## src/assert_macros.svh

```systemverilog
// Assertion macros used by the speed tracker datapath.
// Each macro expects signals named clk and rst_n in the enclosing scope.
`ifndef ASSERT_MACROS_SVH
`define ASSERT_MACROS_SVH

// Same-cycle implication, checked while out of reset.
`define EST_ASSERT_IMP(lbl, ante, cons, msg) \
  lbl: assert property (@(posedge clk) disable iff (!rst_n) (ante) |-> (cons)) \
    else $error(msg);

// Next-cycle implication, checked while out of reset.
`define EST_ASSERT_NXT(lbl, ante, cons, msg) \
  lbl: assert property (@(posedge clk) disable iff (!rst_n) (ante) |=> (cons)) \
    else $error(msg);

`endif

```

## src/est_pkg.sv

```systemverilog
`timescale 1ns / 1ps
// ----------------------------------------------------------------------------
// Speed tracker package
// Types, constants and the microcode table shared by the tracker modules.
// ----------------------------------------------------------------------------
package est_pkg;

  localparam int unsigned RAW_W     = 16;
  localparam int unsigned MS_W      = 16;
  localparam int unsigned SPR_W     = 16;
  localparam int unsigned ANGLE_W   = 12;
  localparam int unsigned PROD_W    = ANGLE_W + SPR_W;
  localparam int unsigned POS_W     = 16;
  localparam int unsigned DELTA_W   = 18;
  localparam int unsigned DOUT_W    = 16;
  localparam int unsigned SPEED_W   = 19;
  localparam int unsigned SCALE_W   = 20;
  localparam int unsigned NUM_W     = POS_W + SCALE_W;
  localparam int unsigned DEN_W     = SPR_W + MS_W;
  localparam int unsigned CNT_W     = $clog2(NUM_W);
  localparam int unsigned STATUS_W  = 2;
  localparam int unsigned PC_W      = 4;

  localparam logic [RAW_W-1:0]   FAIL_CODE   = 16'hFFFF;
  localparam logic [PROD_W-1:0]  ANGLE_HALF  = PROD_W'(2048);
  localparam logic [SCALE_W-1:0] SPEED_SCALE = 20'd960000;
  localparam logic [SPEED_W-1:0] SPEED_MAX   = 19'd480000;
  localparam logic [SPR_W-1:0]   SPR_RESET   = 16'd3200;

  localparam logic [STATUS_W-1:0] ST_OK     = 2'd0;
  localparam logic [STATUS_W-1:0] ST_FAIL   = 2'd1;
  localparam logic [STATUS_W-1:0] ST_NOPREV = 2'd2;

  localparam logic [PC_W-1:0] PC_WAIT     = 4'd0;
  localparam logic [PC_W-1:0] PC_MAPMUL   = 4'd1;
  localparam logic [PC_W-1:0] PC_MAPRND   = 4'd2;
  localparam logic [PC_W-1:0] PC_WRAP     = 4'd3;
  localparam logic [PC_W-1:0] PC_SPDMUL   = 4'd4;
  localparam logic [PC_W-1:0] PC_DIVINIT  = 4'd5;
  localparam logic [PC_W-1:0] PC_DIVSTEP  = 4'd6;
  localparam logic [PC_W-1:0] PC_WR_OK    = 4'd7;
  localparam logic [PC_W-1:0] PC_WR_FAIL  = 4'd8;
  localparam logic [PC_W-1:0] PC_WR_FIRST = 4'd9;

  typedef enum logic [3:0] {
    OP_LOAD,
    OP_MAPMUL,
    OP_MAPRND,
    OP_WRAP,
    OP_SPDMUL,
    OP_DIVINIT,
    OP_DIVSTEP,
    OP_WR_OK,
    OP_WR_FAIL,
    OP_WR_FIRST
  } op_t;

  typedef enum logic [2:0] {
    C_NEVER,
    C_ALWAYS,
    C_NO_INPUT,
    C_FAIL,
    C_NOPREV,
    C_NOSPEED,
    C_DIV_MORE
  } cond_t;

  typedef struct packed {
    op_t             op;
    cond_t           cond;
    logic            hold;
    logic [PC_W-1:0] target;
  } ucode_word_t;

  typedef struct packed {
    logic in_valid;
    logic fail;
    logic no_prev;
    logic no_speed;
    logic div_more;
    logic out_busy;
  } flags_t;

  typedef struct packed {
    op_t  op;
    logic exec;
  } ctrl_t;

  function automatic ucode_word_t ucode_rom(input logic [PC_W-1:0] pc);
    ucode_word_t w;
    case (pc)
      PC_WAIT:     w = '{op: OP_LOAD,     cond: C_NO_INPUT, hold: 1'b0, target: PC_WAIT};
      PC_MAPMUL:   w = '{op: OP_MAPMUL,   cond: C_FAIL,     hold: 1'b0, target: PC_WR_FAIL};
      PC_MAPRND:   w = '{op: OP_MAPRND,   cond: C_NOPREV,   hold: 1'b0, target: PC_WR_FIRST};
      PC_WRAP:     w = '{op: OP_WRAP,     cond: C_NEVER,    hold: 1'b0, target: PC_WAIT};
      PC_SPDMUL:   w = '{op: OP_SPDMUL,   cond: C_NOSPEED,  hold: 1'b0, target: PC_WR_OK};
      PC_DIVINIT:  w = '{op: OP_DIVINIT,  cond: C_NEVER,    hold: 1'b0, target: PC_WAIT};
      PC_DIVSTEP:  w = '{op: OP_DIVSTEP,  cond: C_DIV_MORE, hold: 1'b0, target: PC_DIVSTEP};
      PC_WR_OK:    w = '{op: OP_WR_OK,    cond: C_ALWAYS,   hold: 1'b1, target: PC_WAIT};
      PC_WR_FAIL:  w = '{op: OP_WR_FAIL,  cond: C_ALWAYS,   hold: 1'b1, target: PC_WAIT};
      PC_WR_FIRST: w = '{op: OP_WR_FIRST, cond: C_ALWAYS,   hold: 1'b1, target: PC_WAIT};
      default:     w = '{op: OP_LOAD,     cond: C_ALWAYS,   hold: 1'b0, target: PC_WAIT};
    endcase
    return w;
  endfunction

endpackage

```

## src/est_seq.sv

```systemverilog
`timescale 1ns / 1ps
// ----------------------------------------------------------------------------
// Speed tracker sequencer
// Step counter and microcode table with conditional jumps.
// ----------------------------------------------------------------------------
module est_seq
  import est_pkg::*;
(
  input  logic   clk,
  input  logic   rst_n,
  input  flags_t flags,
  output ctrl_t  ctrl
);

  logic [PC_W-1:0] pc_r;
  logic [PC_W-1:0] pc_nxt;
  ucode_word_t     word;
  logic            take_jump;
  logic            stall;

  assign word  = ucode_rom(pc_r);
  assign stall = word.hold && flags.out_busy;

  always_comb begin
    case (word.cond)
      C_NEVER:    take_jump = 1'b0;
      C_ALWAYS:   take_jump = 1'b1;
      C_NO_INPUT: take_jump = !flags.in_valid;
      C_FAIL:     take_jump = flags.fail;
      C_NOPREV:   take_jump = flags.no_prev;
      C_NOSPEED:  take_jump = flags.no_speed;
      C_DIV_MORE: take_jump = flags.div_more;
      default:    take_jump = 1'b1;
    endcase
  end

  always_comb begin
    if (stall) begin
      pc_nxt = pc_r;
    end else if (take_jump) begin
      pc_nxt = word.target;
    end else begin
      pc_nxt = pc_r + PC_W'(1);
    end
  end

  always_ff @(posedge clk) begin
    if (!rst_n) begin
      pc_r <= PC_WAIT;
    end else begin
      pc_r <= pc_nxt;
    end
  end

  assign ctrl.op   = word.op;
  assign ctrl.exec = !stall;

endmodule

```

## config.mk

```make
export PLATFORM = sky130hd
export DESIGN_NAME = est_seq
export DESIGN_NICKNAME = d
export VERILOG_FILES = /design/src/assert_macros.svh /design/src/est_pkg.sv /design/src/est_seq.sv
export SDC_FILE = /design/constraint.sdc
export NUM_CORES = 1
export LEC_CHECK = 0
export BUFFER_PORTS_ARGS = -buffer_cell sky130_fd_sc_hd__buf_2
export CAP_MARGIN = 10
export CORE_ASPECT_RATIO = 1.2
export CORE_MARGIN = 2
export CORE_UTILIZATION = 48
export CTS_BUF_LIST = sky130_fd_sc_hd__clkbuf_16
export DETAILED_ROUTE_END_ITERATION = 8
export PLACE_DENSITY = 0.75
export SYNTH_ARGS = -nofsm -noshare
export SYNTH_HDL_FRONTEND = slang
export SYNTH_SLANG_ARGS = --single-unit
```

## constraint.sdc

```tcl
create_clock -name clk -period 2.3 [get_ports clk]
set_input_delay 0.46 -clock clk [delete_from_list [all_inputs] [get_ports clk]]
set_output_delay 0.46 -clock clk [all_outputs]
set_load 0.005 [all_outputs]
```

==> results by group <==
STA
  – Slew headroom: between 70% and 80%
  – Actual slew at the worst max-slew pin: 336 ps
  – Hold_ws: around 590 ps
  – Peak Freq: between 0.4 and 0.5 GHz
  – Min Clock Period, post-route: 2090 ps
  – RSZ-0062 raised after global routing: false
  – Clk_skew: 1.28 ps
  – Final Hold Violating Endpoints: 0
  – Final setup viols: 0
  – Pins over their slew limit: 0
  – Setup TNS Final: 0 ps
  – Period utilization: approximately 91%

Placement
  – RD Place Congestion: 0.883
  – IO Port Bufs: 12
  – HPWL after DPL: 1200 um

Synthesis
  – Mean Syn Cell Area: between 10 and 15 um^2
  – Synth unique cells: 36
  – EDFF count, synth: 0
  – Number of synthesized register bits: 15
  – Ys Warns: 0
  – Cell taking the most area after synthesis: dfxtp_1
  – Syn_nets: 95
  – Synth async-reset ratio: 0%
  – Seq/Total Area, Yosys: a little over a third
  – Post-Syn Area: 823 um^2
  – Yosys top cell area share: a little over a third
  – Dominant synthesized flop cell: dfxtp_1
  – Cells after Synth: 82
  – Ranking of synthesized cells by area: dfxtp_1 (36%), ha_1 (7.6%), inv_1 (4.1%)

Global routing
  – Vias in the first global route: around 630
  – Total Routing Usage GR: between 10% and 20%
  – Pin count of the biggest net entering global routing: 13
  – GR Overflow Total: 0
  – Antenna violations before repair: 0
  – Global-route wire length before repair: roughly 2800 um

Drt
  – Via count: roughly 650
  – DRC: 0
  – WL/cell: approximately 13 um
  – Iteration-0 DRC Markers: 14
  – Final WL: 1550 um
  – Routed Antenna Nets: 0
  – DR pass1 iterations: 5
  – Via/cell ratio: roughly 5.5

Cells and area
  – Nets: 113
  – N_diodes: 0
  – Area delta synth->final: 21.1%
  – Share of cells above drive strength 1: between 30% and 40%

Floorplan
  – Starting Density: between 50% and 60%
  – Height of the chip: just under 50 um
  – DIE WIDTH: about 42 um
  – CORE AREA: between 1500 and 2000 um^2
  – Die ar.: slightly above 2000 um^2
  – Std-Cell Rows: 16
  – Total I/O pin count: 13

Power and ir drop
  – VDD IR-drop max: ~730 uV
  – Power Density: around 1200 nW/um^2
  – Leakage: 0.475 nW
  – Final Power: roughly 0.0012 W

Worst hold path
  – HP Class: primary input to register

Worst setup path
  – Startpoint types: register
  – Worst Path Max Fanout: 5
  – Crit path kind: register to register
  – Worst Path Required: between 2000 and 2500 ps
  – Critical path arrival: 2280 ps
  – Setup crit end kind: register

Clock tree
  – PostCTS Resize Cnt: 0
  – Hold_buf cts: 0
  – CTS Buf Count: 3
  – CTS H-tree lvls: 1
  – Clock Path Buffers: 2
  – Clk slew on worst S/H paths: about 40 ps
  – Clock root cell: clkbuf_16
  – Clock latency on the worst-skew pair: around 240 ps
  – # clock sinks: 15
  – CTS tree: built
  – Postcts setup bufs: 0

Flow run
  – Max-Cap Viols: 0

Outcome
  – Outcome: finished clean
-- cell usage after synthesis (all sizes together), types with 2 or more instances --
master,number
nand2,5
ha,5
and2,5
and3,4
nand4,2
nor2,2
nor3,4
a21oi,3
buf,4
and4bb,3
inv,9
nand2b,2
a32o,2
nand3,2
dfxtp,15
-- logic make-up (layout without fill, tap and decap cells) --
logic type                 count (synthesis)  after routing  synth area share (%)
buffers and inverters                     14             31                  8.21
DFF                                       15             15                  36.5
adders and majority gates                  5              5                  7.60
muxes                                      1              1                  1.22
AOI/OAI and AO/OA                         14             14                  15.0
and+or+nand+nor                           33             33                  31.5
-- path summary, 6_finish.rpt --
path | start | end | slack [ps] | cells after the start
worst min register to register | pc_r[2]$_SDFFE_PN0N_ | word[8]$_DFF_P_ | 670 | 3
worst min-delay path | rst_n | word[10]$_SDFF_PP0_ | 590 | 2
worst max-delay path | word[5]$_SDFF_PP1_ | word[6]$_SDFF_PP0_ | 210 | 10
worst max register to register | word[5]$_SDFF_PP1_ | word[6]$_SDFF_PP0_ | 210 | 10
-- through the flow --
| stage | cells | setup slack [ps] | area [um^2] | utilization [%] |
|---|---|---|---|---|
| global route | 117 | 28.3 | 997 | 61.5 |
| floorplan | 82 | 60.0 | 823 | - |
| CTS | 117 | 197 | 997 | 61.5 |
| finish | 117 | 209 | 997 | 61.5 |
| global placement | 113 | -3.92 | 917 | 56.6 |
| detailed placement | 113 | 1.79 | 917 | 56.6 |
-- power breakdown --
group	total, W	switching (W)	leakage, nW	internal [W]
logic	0.000464	0.000231	0.312	0.000233
registers	0.000377	0.0000444	0.123	0.000333
clock network	0.000331	0.0000998	0.0409	0.000231
total	0.00117	0.000375	0.475	0.000797
-- critical path, stage by stage (launching register included) --
cell and delay, ps:
dfxtp_1 380, and4bb_1 270, nor3_4 50, and2_2 170, and3_1 190, o31ai_2 260
buf_4 190, ha_1 190, inv_1 50, a21oi_1 120, o22a_1 150
-- cell type report --
| type | instances | area, um^2 |
|---|---|---|
| well taps | 18 | 22.5 |
| inverters | 9 | 33.8 |
| clock buffers | 3 | 75.1 |
| fillers | 129 | 624 |
| clock inverters | 1 | 5.00 |
| repair buffers | 18 | 105 |
| multi-input cells | 53 | 455 |
| flip-flops and latches | 15 | 300 |
-- registers in the layout, indices dropped and copies added (netlist names) --
signal,flops
word,11
pc_r,4
-- per-layer routing --
| metal | global-route usage (%) | part of all wire, % |
|---|---|---|
| met5 | 0 | 0 |
| met4 | 6.99 | 1.8 |
| met2 | 30.5 | 50 |
| met3 | 6.30 | 4.9 |
| met1 | 20.0 | 43 |
-- cell usage in the layout (no fill, tap or decap), types with 2 or more instances in the layout --
cell / n
clkbuf_16: 3
nand3_1: 2
and3_1: 4
nor3_1: 2
a21oi_1: 2
and2_1: 3
nand2_1: 5
ha_1: 5
dfxtp_1: 15
inv_1: 9
nand4_1: 2
nand2b_1: 2
a32o_1: 2
nor2_1: 2
and4bb_4: 2
buf_2: 12
buf_4: 6
No activity file was read; power rests on OpenSTA's default activity.
